<file path="src/design/dnsx_pkg.sv">
// Types and constants of the DNS A-record extractor.
// Used by the top level and by its checker.
package dnsx_pkg;

   typedef logic [1:0]  status_type;
   typedef logic [31:0] address_type;
   typedef logic [15:0] field_type;

   localparam status_type ST_OK       = 2'd0;
   localparam status_type ST_NOTFOUND = 2'd1;
   localparam status_type ST_ERROR    = 2'd2;

   localparam logic [15:0] FLAG_QR       = 16'h8000;
   localparam logic [15:0] FLAG_TC       = 16'h0200;
   localparam logic [15:0] RCODE_MASK    = 16'h000F;
   localparam logic [15:0] RCODE_NXDOMAIN = 16'h0003;
   localparam logic [7:0]  NAME_PTR_MARK = 8'hC0;

   localparam logic [15:0] RR_TYPE_A    = 16'd1;
   localparam logic [15:0] RR_CLASS_IN  = 16'd1;
   localparam logic [15:0] RR_A_RDLEN   = 16'd4;

endpackage

</file>
<file path="src/design/dns_a_record_extractor_unit.sv">
// Top level of the DNS A-record extractor: one message byte in per word,
// one status/address word out per message. Depends on dnsx_pkg.
//
// Usage:
//   req_ channel carries one message byte per word (req_data_byte) with
//   req_last_byte marking the final byte. rsp_ channel carries one word per
//   message, issued for its last byte: rsp_status (0 found, 1 not found,
//   2 parse error) and rsp_address (zero unless found).
//   Throughput: one byte per cycle while no last byte waits for a free
//   result slot; the byte is registered and the parse state is updated
//   from it by a single pass of compare and shift logic.
//   Result path: the last byte's word passes from the input register
//   straight into the result register, which drives rsp_valid, once that
//   register is free or its result is being taken.
//   Stall: while rsp_ready is low and a result waits, bytes of the next
//   message keep flowing; only a second last byte holds in the input
//   register, and req_ready then drops until the result is taken.
//   Reset: synchronous, active high; clears both registers' valid flags and
//   the parse state, so the next byte is taken as byte 0 of a message.
//   MAX_PACKET_BYTES sets the byte limit; bytes past it force parse error.
module dns_a_record_extractor_unit
   import dnsx_pkg::*;
#(
   parameter int MAX_PACKET_BYTES = 2048
) (
   input  logic        clock,
   input  logic        reset,
   input  logic        req_valid,
   output logic        req_ready,
   input  logic [7:0]  req_data_byte,
   input  logic        req_last_byte,
   output logic        rsp_valid,
   input  logic        rsp_ready,
   output logic [1:0]  rsp_status,
   output logic [31:0] rsp_address
);

   localparam int POS_W = $clog2(MAX_PACKET_BYTES + 1);

   localparam logic [3:0] PH_HEADER = 4'd0;
   localparam logic [3:0] PH_QNAME  = 4'd1;
   localparam logic [3:0] PH_QTAIL  = 4'd2;
   localparam logic [3:0] PH_RNAME  = 4'd3;
   localparam logic [3:0] PH_RPTR   = 4'd4;
   localparam logic [3:0] PH_RSCAN  = 4'd5;
   localparam logic [3:0] PH_FIXED  = 4'd6;
   localparam logic [3:0] PH_SKIP   = 4'd7;
   localparam logic [3:0] PH_TAKE   = 4'd8;
   localparam logic [3:0] PH_DONE   = 4'd9;

   // input register
   logic       in_valid_ff, in_valid_in;
   logic [7:0] in_byte_ff;
   logic       in_last_ff;

   // parse state
   logic [3:0]       phase_ff, phase_in;
   logic [POS_W-1:0] position_ff, position_in;
   field_type        field_count_ff, field_count_in;
   logic [7:0]       flag_byte_ff, flag_byte_in;
   field_type        record_type_ff, record_type_in;
   field_type        record_class_ff, record_class_in;
   field_type        record_length_ff, record_length_in;
   address_type      found_address_ff, found_address_in;
   status_type       verdict_ff, verdict_in;

   // result register
   logic        rsp_valid_ff, rsp_valid_in;
   status_type  rsp_status_ff, rsp_status_in;
   address_type rsp_address_ff, rsp_address_in;

   logic      advance;
   logic      req_take;
   logic      emit;
   field_type flags;
   field_type count_inc;
   status_type final_status;

   // A last byte needs a free result slot; other bytes always advance.
   assign advance  = in_valid_ff && (!in_last_ff || !rsp_valid_ff || rsp_ready);
   assign req_ready = !in_valid_ff || advance;
   assign req_take = req_valid && req_ready;
   assign emit     = advance && in_last_ff;

   assign flags     = {flag_byte_ff, in_byte_ff};
   assign count_inc = field_count_ff + 16'd1;

   always_comb begin
      in_valid_in = in_valid_ff;
      if (req_take) begin
         in_valid_in = 1'b1;
      end else if (advance) begin
         in_valid_in = 1'b0;
      end
   end

   always_comb begin
      phase_in         = phase_ff;
      position_in      = position_ff;
      field_count_in   = field_count_ff;
      flag_byte_in     = flag_byte_ff;
      record_type_in   = record_type_ff;
      record_class_in  = record_class_ff;
      record_length_in = record_length_ff;
      found_address_in = found_address_ff;
      verdict_in       = verdict_ff;
      final_status     = ST_ERROR;
      rsp_status_in    = rsp_status_ff;
      rsp_address_in   = rsp_address_ff;

      if (advance) begin
         if (position_ff >= POS_W'(MAX_PACKET_BYTES)) begin
            // oversize overrides any earlier verdict
            phase_in   = PH_DONE;
            verdict_in = ST_ERROR;
         end else begin
            position_in = position_ff + POS_W'(1);
            case (phase_ff)
               PH_HEADER: begin
                  if (position_ff == POS_W'(2)) begin
                     flag_byte_in = in_byte_ff;
                  end else if (position_ff == POS_W'(3)) begin
                     if ((flags & FLAG_QR) == 16'd0 || (flags & FLAG_TC) != 16'd0) begin
                        phase_in   = PH_DONE;
                        verdict_in = ST_ERROR;
                     end else if ((flags & RCODE_MASK) == RCODE_NXDOMAIN) begin
                        phase_in   = PH_DONE;
                        verdict_in = ST_NOTFOUND;
                     end else if ((flags & RCODE_MASK) != 16'd0) begin
                        phase_in   = PH_DONE;
                        verdict_in = ST_ERROR;
                     end
                  end else if (position_ff == POS_W'(11)) begin
                     phase_in = PH_QNAME;
                  end
               end
               PH_QNAME: begin
                  if (in_byte_ff == 8'd0) begin
                     phase_in       = PH_QTAIL;
                     field_count_in = 16'd0;
                  end
               end
               PH_QTAIL: begin
                  field_count_in = count_inc;
                  if (count_inc >= 16'd4) begin
                     phase_in = PH_RNAME;
                  end
               end
               PH_RNAME: begin
                  if (in_byte_ff == NAME_PTR_MARK) begin
                     phase_in = PH_RPTR;
                  end else if (in_byte_ff == 8'd0) begin
                     phase_in       = PH_FIXED;
                     field_count_in = 16'd0;
                  end else begin
                     phase_in = PH_RSCAN;
                  end
               end
               PH_RPTR: begin
                  phase_in       = PH_FIXED;
                  field_count_in = 16'd0;
               end
               PH_RSCAN: begin
                  if (in_byte_ff == 8'd0) begin
                     phase_in       = PH_FIXED;
                     field_count_in = 16'd0;
                  end
               end
               PH_FIXED: begin
                  // type, class, ttl (dropped), rdlength
                  if (field_count_ff < 16'd2) begin
                     record_type_in = {record_type_ff[7:0], in_byte_ff};
                  end else if (field_count_ff < 16'd4) begin
                     record_class_in = {record_class_ff[7:0], in_byte_ff};
                  end else if (field_count_ff >= 16'd8) begin
                     record_length_in = {record_length_ff[7:0], in_byte_ff};
                  end
                  field_count_in = count_inc;
                  if (count_inc >= 16'd10) begin
                     if (record_type_in == RR_TYPE_A && record_class_in == RR_CLASS_IN
                         && record_length_in == RR_A_RDLEN) begin
                        phase_in         = PH_TAKE;
                        field_count_in   = 16'd0;
                        found_address_in = '0;
                     end else if (record_length_in == 16'd0) begin
                        phase_in = PH_RNAME;
                     end else begin
                        phase_in       = PH_SKIP;
                        field_count_in = record_length_in;
                     end
                  end
               end
               PH_SKIP: begin
                  if (field_count_ff > 16'd1) begin
                     field_count_in = field_count_ff - 16'd1;
                  end else begin
                     field_count_in = 16'd0;
                     phase_in       = PH_RNAME;
                  end
               end
               PH_TAKE: begin
                  found_address_in = {found_address_ff[23:0], in_byte_ff};
                  field_count_in   = count_inc;
                  if (count_inc >= 16'd4) begin
                     phase_in   = PH_DONE;
                     verdict_in = ST_OK;
                  end
               end
               default: begin
                  // verdict reached: drop bytes until the last one
               end
            endcase
         end

         if (in_last_ff) begin
            final_status   = (phase_in == PH_DONE) ? verdict_in : ST_ERROR;
            rsp_status_in  = final_status;
            rsp_address_in = (final_status == ST_OK) ? found_address_in : '0;
            // start the next message from a clean state
            phase_in       = PH_HEADER;
            position_in    = '0;
            field_count_in = '0;
            verdict_in     = ST_OK;
         end
      end
   end

   always_comb begin
      rsp_valid_in = rsp_valid_ff && !rsp_ready;
      if (emit) begin
         rsp_valid_in = 1'b1;
      end
   end

   always_ff @(posedge clock) begin
      if (reset) begin
         in_valid_ff    <= 1'b0;
         rsp_valid_ff   <= 1'b0;
         phase_ff       <= PH_HEADER;
         position_ff    <= '0;
         field_count_ff <= '0;
         verdict_ff     <= ST_OK;
      end else begin
         in_valid_ff    <= in_valid_in;
         rsp_valid_ff   <= rsp_valid_in;
         phase_ff       <= phase_in;
         position_ff    <= position_in;
         field_count_ff <= field_count_in;
         verdict_ff     <= verdict_in;
      end
   end

   always_ff @(posedge clock) begin
      if (req_take) begin
         in_byte_ff <= req_data_byte;
         in_last_ff <= req_last_byte;
      end
      flag_byte_ff     <= flag_byte_in;
      record_type_ff   <= record_type_in;
      record_class_ff  <= record_class_in;
      record_length_ff <= record_length_in;
      found_address_ff <= found_address_in;
      rsp_status_ff    <= rsp_status_in;
      rsp_address_ff   <= rsp_address_in;
   end

   assign rsp_valid   = rsp_valid_ff;
   assign rsp_status  = rsp_status_ff;
   assign rsp_address = rsp_address_ff;

endmodule

</file>
<file path="config.mk">
export PLATFORM = sky130hd
export DESIGN_NAME = dns_a_record_extractor_unit
export DESIGN_NICKNAME = d
export VERILOG_FILES = /design/src/design/dnsx_pkg.sv /design/src/design/dns_a_record_extractor_unit.sv
export SDC_FILE = /design/constraint.sdc
export NUM_CORES = 1
export LEC_CHECK = 0
export BUFFER_PORTS_ARGS = -buffer_cell sky130_fd_sc_hd__buf_4
export CORE_ASPECT_RATIO = 1.5
export CORE_UTILIZATION = 35
export CTS_CLUSTER_DIAMETER = 50
export DETAILED_ROUTE_END_ITERATION = 12
export GPL_ROUTABILITY_DRIVEN = 0
export HOLD_SLACK_MARGIN = 0.03
export SLEW_MARGIN = 20
export SYNTH_ARGS = -nofsm -noshare
export SYNTH_HDL_FRONTEND = slang
export SYNTH_SLANG_ARGS = --single-unit
</file>
<file path="constraint.sdc">
create_clock -name clock -period 3.6 [get_ports clock]
set_clock_uncertainty 0.15 [all_clocks]
set_input_delay 0.18 -clock clock [delete_from_list [all_inputs] [get_ports clock]]
set_output_delay 0.18 -clock clock [all_outputs]
set_load 0.1 [all_outputs]
</file>
Word-level counts from Yosys, hierarchy flattened
Cells that the tools add are included.
Word-level totals
  register bits: 167
  input bits: 13
  word-level logic and storage cells: 138
Cells by class
  $add $sub $neg: 3
  multiplexer cells: 64
  eq/ne operators: 19
  reduce and logical (&&, ||, !) cells: 29
  bitwise logic cells: 1
  magnitude comparators: 7
Operator list (number)
  16-bit two-way mux: 23
  32-bit two-way mux: 3
  16-bit case mux with 6 select lines: 1
  4-bit two-way mux: 16
  32-bit case mux with 2 select lines: 1
  4-bit case mux with 9 select lines: 1
  16-bit by 1-bit == test with 1-bit output, second input constant: 2
  16-bit by 4-bit >= comparator with 1-bit output, second input constant: 2
  16-bit zero test: 2
  12-bit by 2-bit == test with 1-bit output, second input constant: 2
  12-bit two-way mux: 2
  2-bit two-way mux: 12
  16-bit by 1-bit adder with 16-bit output, second input constant: 1
  16-bit by 3-bit == test with 1-bit output, second input constant: 1
  4-bit by 3-bit == test with 1-bit output, second input constant: 4
  16-bit by 3-bit >= comparator with 1-bit output, second input constant: 1
  16-bit by 1-bit > comparator with 1-bit output, second input constant: 1
  16-bit by 2-bit less-than comparator with 1-bit output, second input constant: 1
  16-bit by 3-bit less-than comparator with 1-bit output, second input constant: 1
  16-bit nonzero test: 1
  16-bit by 1-bit subtractor with 16-bit output, second input constant: 1
  12-bit by 1-bit adder with 12-bit output, second input constant: 1
  12-bit by 4-bit == test with 1-bit output, second input constant: 1
  4-bit by 2-bit == test with 1-bit output, second input constant: 3
  other kinds (22): 39

Longest topological paths before layout
  depth after elaboration: 17
  depth in mapped cells: 12
  gate-level depth less buffers: 10

Worst setup path before layout
OpenSTA, ideal clock, no wires.
  path type: reg-to-reg
  from: reg phase_ff[3]
  to: reg record_class_ff[0] (enable)
  arrival: 3.165 ns
  stages on the path, launching flop included: 5
  clock period less this slack: 3.769 ns
  buffers on the path: 2
  library setup time: 0.454 ns
  path slack: -0.169 ns
  cells stage by stage: dfxtp_1 clkbuf_1 clkbuf_1 or3_1 nor2_1
Between the ends
  longest elaborated chain between the ends: 2
RTL lines
  from (decl): line dns_a_record_extractor_unit.sv:57  | logic [3:0] phase_ff, phase_in;
  from (signal assigned): line dns_a_record_extractor_unit.sv:246  | phase_ff <= phase_in;
  4-bit by 3-bit == test with 1-bit output: line dns_a_record_extractor_unit.sv:118  | case (phase_ff)
  3-bit AND reduction (no source line)
  to (signal assigned): line dns_a_record_extractor_unit.sv:260  | record_class_ff <= record_class_in;
  to (decl): line dns_a_record_extractor_unit.sv:62  | field_type record_class_ff, record_class_in;
Every way passes these cells.
A chain may end at the register's enable or synchronous reset.

Final worst setup path
  from: reg field_count_ff[0]
  to: reg field_count_ff[7]
Between the ends
  longest elaborated chain between the ends: 14
  elaborated cells on any way between the ends: 35
  classes of those cells: add/sub (2); order compare (5); eq/ne (3); mux (22); reduce/logical (3)
RTL lines
  from (decl): line dns_a_record_extractor_unit.sv:59  | field_type field_count_ff, field_count_in;
  from (signal assigned): line dns_a_record_extractor_unit.sv:248  | field_count_ff <= field_count_in;
  16-bit by 4-bit >= comparator with 1-bit output / 16-bit by 3-bit less-than comparator with 1-bit output (equally long branches): line dns_a_record_extractor_unit.sv:175, dns_a_record_extractor_unit.sv:173
  16-bit two-way mux (on tied branches): line dns_a_record_extractor_unit.sv:175, dns_a_record_extractor_unit.sv:173
  16-bit two-way mux (on tied branches): line dns_a_record_extractor_unit.sv:173, dns_a_record_extractor_unit.sv:171
  16-bit two-way mux (on tied branches): line dns_a_record_extractor_unit.sv:171, dns_a_record_extractor_unit.sv:118
  16-bit two-way mux (on tied branches): line dns_a_record_extractor_unit.sv:118, dns_a_record_extractor_unit.sv:112
  16-bit two-way mux (on tied branches): line dns_a_record_extractor_unit.sv:112, dns_a_record_extractor_unit.sv:111
  16-bit two-way mux / 16-bit by 1-bit == test with 1-bit output (equally long branches): line dns_a_record_extractor_unit.sv:111, dns_a_record_extractor_unit.sv:180
  16-bit zero test, or another cell as far along: line dns_a_record_extractor_unit.sv:185  | end else if (record_length_in == 16'd0) begin
  16-bit two-way mux / 1-bit logical AND (equally long branches): line dns_a_record_extractor_unit.sv:185, dns_a_record_extractor_unit.sv:181
  16-bit two-way mux: line dns_a_record_extractor_unit.sv:180  | if (record_type_in == RR_TYPE_A && record_class_in == RR_CLASS_IN
  16-bit two-way mux: line dns_a_record_extractor_unit.sv:179  | if (count_inc >= 16'd10) begin
  16-bit case mux with 6 select lines (*): line dns_a_record_extractor_unit.sv:118
  16-bit two-way mux (*): line dns_a_record_extractor_unit.sv:112  | if (position_ff >= POS_W'(MAX_PACKET_BYTES)) begin
  16-bit two-way mux (*): line dns_a_record_extractor_unit.sv:215  | if (in_last_ff) begin
Mark *: on every way between the ends. The rest lies on a longest branch, timed or not. The select of a mux whose other input is x is not followed.

==> impl_metrics.sql <==
INSERT INTO impl_metrics (metric_group, metric, value, unit) VALUES
('sta', 'fin_setup_tns', '0', 'ns'),
('worst_setup_path', 'crit_path_max_fanout', '9', ''),
('place', 'placed_cells', '1188', ''),
('pwr', 'power_leakage', '3.603', 'nW'),
('place', 'detailed_place_hpwl', '17.44', 'mm'),
('clock_network', 'root_buffer', 'sky130_fd_sc_hd__clkbuf_16', ''),
('pwr', 'finalPower', '4.096', 'mW'),
('sta', 'whs', '0.3138', 'ns'),
('clock_network', 'clock_sink_count', '161', ''),
('sta', 'fmax', '295.3', 'MHz'),
('synthesis', 'synthCells', '831', ''),
('synthesis', 'dominant_combinational_cell_family_by_area_after_synthesis', 'simple AND/OR/NAND/NOR gates', ''),
('grt', 'globalRouteOverflowTotal', '0', ''),
('synthesis', 'netlist.area_leader.share', '0.4230', ''),
('pwr', 'power.ir.vdd_worst', '0.3341', 'mV'),
('worst_setup_path', 'rr_startpoint', 'field_count_ff[0]$_SDFFE_PP0P_', ''),
('sta', 'maxSlewViolCount', '0', ''),
('synthesis', 'synth.net_count', '851', ''),
('die', 'ioPinCount', '49', ''),
('die', 'die-width', '132.0', 'um'),
('worst_setup_path', 'setup.worst_path.start', 'field_count_ff[0]$_SDFFE_PP0P_', ''),
('place', 'place_ws', '0.2707', 'ns'),
('run_status', 'run_status', 'complete, no violations', ''),
('grt', 'first_global_vias', '6922', ''),
('layout', 'layout-area-overhead-vs-synth', '17.81', '%'),
('flow_run', 'maxCapViolations', '0', ''),
('worst_setup_path', 'timing.critical_path.from_type', 'flop', ''),
('grt', 'largest_net_degree_at_the_start_of_global_routing', '49', ''),
('place', 'place_area', '9711', 'um^2'),
('synthesis', 'syn_warnings', '0', ''),
('routing', 'drt_first_pass_iters', '5', ''),
('layout', 'antenna_cells', '0', ''),
('synthesis', 'ys_top_cells_by_area', 'sky130_fd_sc_hd__edfxtp_1 42%, sky130_fd_sc_hd__dfxtp_1 8.1%, sky130_fd_sc_hd__mux2_2 6.5%', ''),
('layout', 'drive_gt1_frac', '0.2362', ''),
('grt', 'overall_track_demand_over_capacity_in_global_routing', '0.1942', ''),
('clock_network', 'worst_skew_pair.late_latency', '0.43', 'ns'),
('sta', 'timing.max_slew.rel_slack', '0.5469', ''),
('clock_network', 'cts_tree', 'built', ''),
('sta', 'timing.final.setup_violations', '0', ''),
('clock_network', 'ctsHtreeMaxLevel', '4', ''),
('die', 'initial_utilization', '0.3555', ''),
('routing', 'vias', '6937', ''),
('sta', 'timing_worst_slew_pin_value', '0.6796', 'ns'),
('layout', 'final_cell_utilization_of_the_core', '0.4188', ''),
('synthesis', 'synth-async-reset-ratio', '0', ''),
('grt', 'antenna_found_initial', '0', ''),
('clock_network', 'clock_transition_time_at_the_flip_flop_clock_pins_of_the_worst_setup_and_hold_paths', '0.07', 'ns'),
('synthesis', 'post_synth_num_cell_types', '70', ''),
('worst_setup_path', 'timing.critical_path.arrival', '3.57', 'ns'),
('worst_setup_path', 'end_point_of_the_critical_path', 'field_count_ff[7]$_SDFFE_PP0P_', ''),
('routing', 'drtIter0Drc', '592', ''),
('sta', 'rsz0062_at_grt', 'no', ''),
('layout', 'fin_cells', '1234', ''),
('worst_setup_path', 'worst_setup_path_end_kind', 'flop', ''),
('routing', 'ant_nets', '0', ''),
('die', 'core_region_area', '24960', 'um^2'),
('die', 'die_y', '197.0', 'um'),
('pwr', 'power_per_cell_area', '391.8', 'nW/um^2'),
('synthesis', 'post_synth_instance_area', '8874', 'um^2'),
('grt', 'global_route_wire_length_before_repair', '38.74', 'mm'),
('synthesis', 'netlist_top_cells_count', '125 x sky130_fd_sc_hd__edfxtp_1, 80 x sky130_fd_sc_hd__nand2_1, 59 x sky130_fd_sc_hd__nor2_1, 53 x sky130_fd_sc_hd__nand3_1, 51 x sky130_fd_sc_hd__mux2_2', ''),
('sta', 'hold_viol', '0', ''),
('die', 'die_area', '26010', 'um^2'),
('die', 'std_cell_rows', '71', ''),
('layout', 'final_nets', '913', ''),
('routing', 'totalWireLength', '24.54', 'mm'),
('synthesis', 'synth_mux_area_frac', '0.06810', ''),
('min_path', 'min_path_type', 'in -> reg', ''),
('routing', 'wire_length_per_cell', '19.89', 'um'),
('synthesis', 'synth-simple-area-share', '0.2186', ''),
('sta', 'fin_ws', '0.2134', 'ns');
==> placed cells by master, fill, tap and decap left out, types with 11 or more instances in the layout <==
| cell | n |
|---|---|
| sky130_fd_sc_hd__nor3_1 | 15 |
| sky130_fd_sc_hd__nand2_1 | 80 |
| sky130_fd_sc_hd__dfxtp_1 | 35 |
| sky130_fd_sc_hd__clkbuf_16 | 17 |
| sky130_fd_sc_hd__nand3_1 | 53 |
| sky130_fd_sc_hd__inv_1 | 18 |
| sky130_fd_sc_hd__o21ai_0 | 31 |
| sky130_fd_sc_hd__dlygate4sd3_1 | 14 |
| sky130_fd_sc_hd__nand4_1 | 17 |
| sky130_fd_sc_hd__xnor2_1 | 17 |
| sky130_fd_sc_hd__mux2_2 | 51 |
| sky130_fd_sc_hd__edfxtp_1 | 125 |
| sky130_fd_sc_hd__nor2_1 | 57 |
| sky130_fd_sc_hd__a22oi_1 | 36 |
| sky130_fd_sc_hd__buf_4 | 86 |
| sky130_fd_sc_hd__nor4_1 | 16 |
| sky130_fd_sc_hd__nor3b_2 | 29 |
| sky130_fd_sc_hd__xor2_1 | 11 |
| sky130_fd_sc_hd__a21oi_1 | 34 |
==> kinds of logic (layout without fill, tap and decap cells) <==
| group | Yosys count | in the layout |
|---|---|---|
| and+or+nand+nor | 332 | 332 |
| AOI/OAI and AO/OA | 172 | 172 |
| DFF | 161 | 161 |
| buffers and inverters | 77 | 152 |
| muxes | 54 | 54 |
| xor gates and xnor gates | 28 | 28 |
| adders and majority gates | 7 | 7 |
==> timing repair <==
| action | in CTS | in global routing |
|---|---|---|
| resized for setup | 0 | 3 |
| hold endpoints to repair | 23 | 0 |
| setup endpoints to repair | 0 | 40 |
| hold buffers | 14 | 0 |
| setup buffers | 0 | 0 |
==> critical path: stages, from the launching register on <==
cell and delay [ns]:
sky130_fd_sc_hd__dfxtp_1 0.48, sky130_fd_sc_hd__ha_1 0.36, sky130_fd_sc_hd__nand4_1 0.20, sky130_fd_sc_hd__buf_4 0.21, sky130_fd_sc_hd__o31ai_1 0.21, sky130_fd_sc_hd__and4b_1 0.24
sky130_fd_sc_hd__o211ai_1 0.20, sky130_fd_sc_hd__or2_1 0.41, sky130_fd_sc_hd__nand2_1 0.11, sky130_fd_sc_hd__nand3_1 0.34, sky130_fd_sc_hd__o21ai_0 0.37
==> how the worst min path moves through the flow <==
| stage | start | to | slack, ns | depth (start not counted) |
|---|---|---|---|---|
| floorplan | req_data_byte[0] | in_byte_ff[0]$_DFFE_PP_ | 0.13 | 0 |
| global placement | req_data_byte[4] | in_byte_ff[4]$_DFFE_PP_ | 0.21 | 1 |
| detailed placement | req_data_byte[4] | in_byte_ff[4]$_DFFE_PP_ | 0.21 | 1 |
| CTS | req_data_byte[4] | in_byte_ff[4]$_DFFE_PP_ | 0.30 | 2 |
| global route | req_data_byte[6] | in_byte_ff[6]$_DFFE_PP_ | 0.32 | 2 |
| finish | req_last_byte | in_last_ff$_DFFE_PP_ | 0.31 | 2 |
==> state kept, by name, summed over array words and instances, names as in the netlist, 2 cells and up <==
register and count:
phase_ff 4, field_count_ff 16, in_byte_ff 8, position_ff 12, verdict_ff 2, rsp_status 2
flag_byte_ff 2, record_type_ff 16, rsp_address 32, found_address_ff 32, record_class_ff 16, record_length_ff 16
==> area by class of cell <==
class	count	area (um^2)
clock buffer	22	454.2
sequential	161	4476
fill	2318	14510
inverter	18	67.56
timing repair buffer	102	825.8
multi-input combinational	593	4084
clock inverter	10	136.4
tap	328	410.4
==> layer usage <==
layer / vias up / global-route usage / part of all wire
met3: 68 / 0.03002 / 0.044
met1: 3348 / 0.2071 / 0.37
met4: 0 / 0.1219 / 0.052
met5: - / 0 / 0
li1: 3284 / - / -
met2: 237 / 0.3568 / 0.53
==> report_power, final <==
part	leakage, nW	internal [mW]	switching [mW]
clock	0.282	1.11	0.733
sequential	1.41	2.02	0.0277
combinational	1.91	0.0584	0.145
total	3.60	3.19	0.905
No activity file was read; power rests on OpenSTA's default activity.
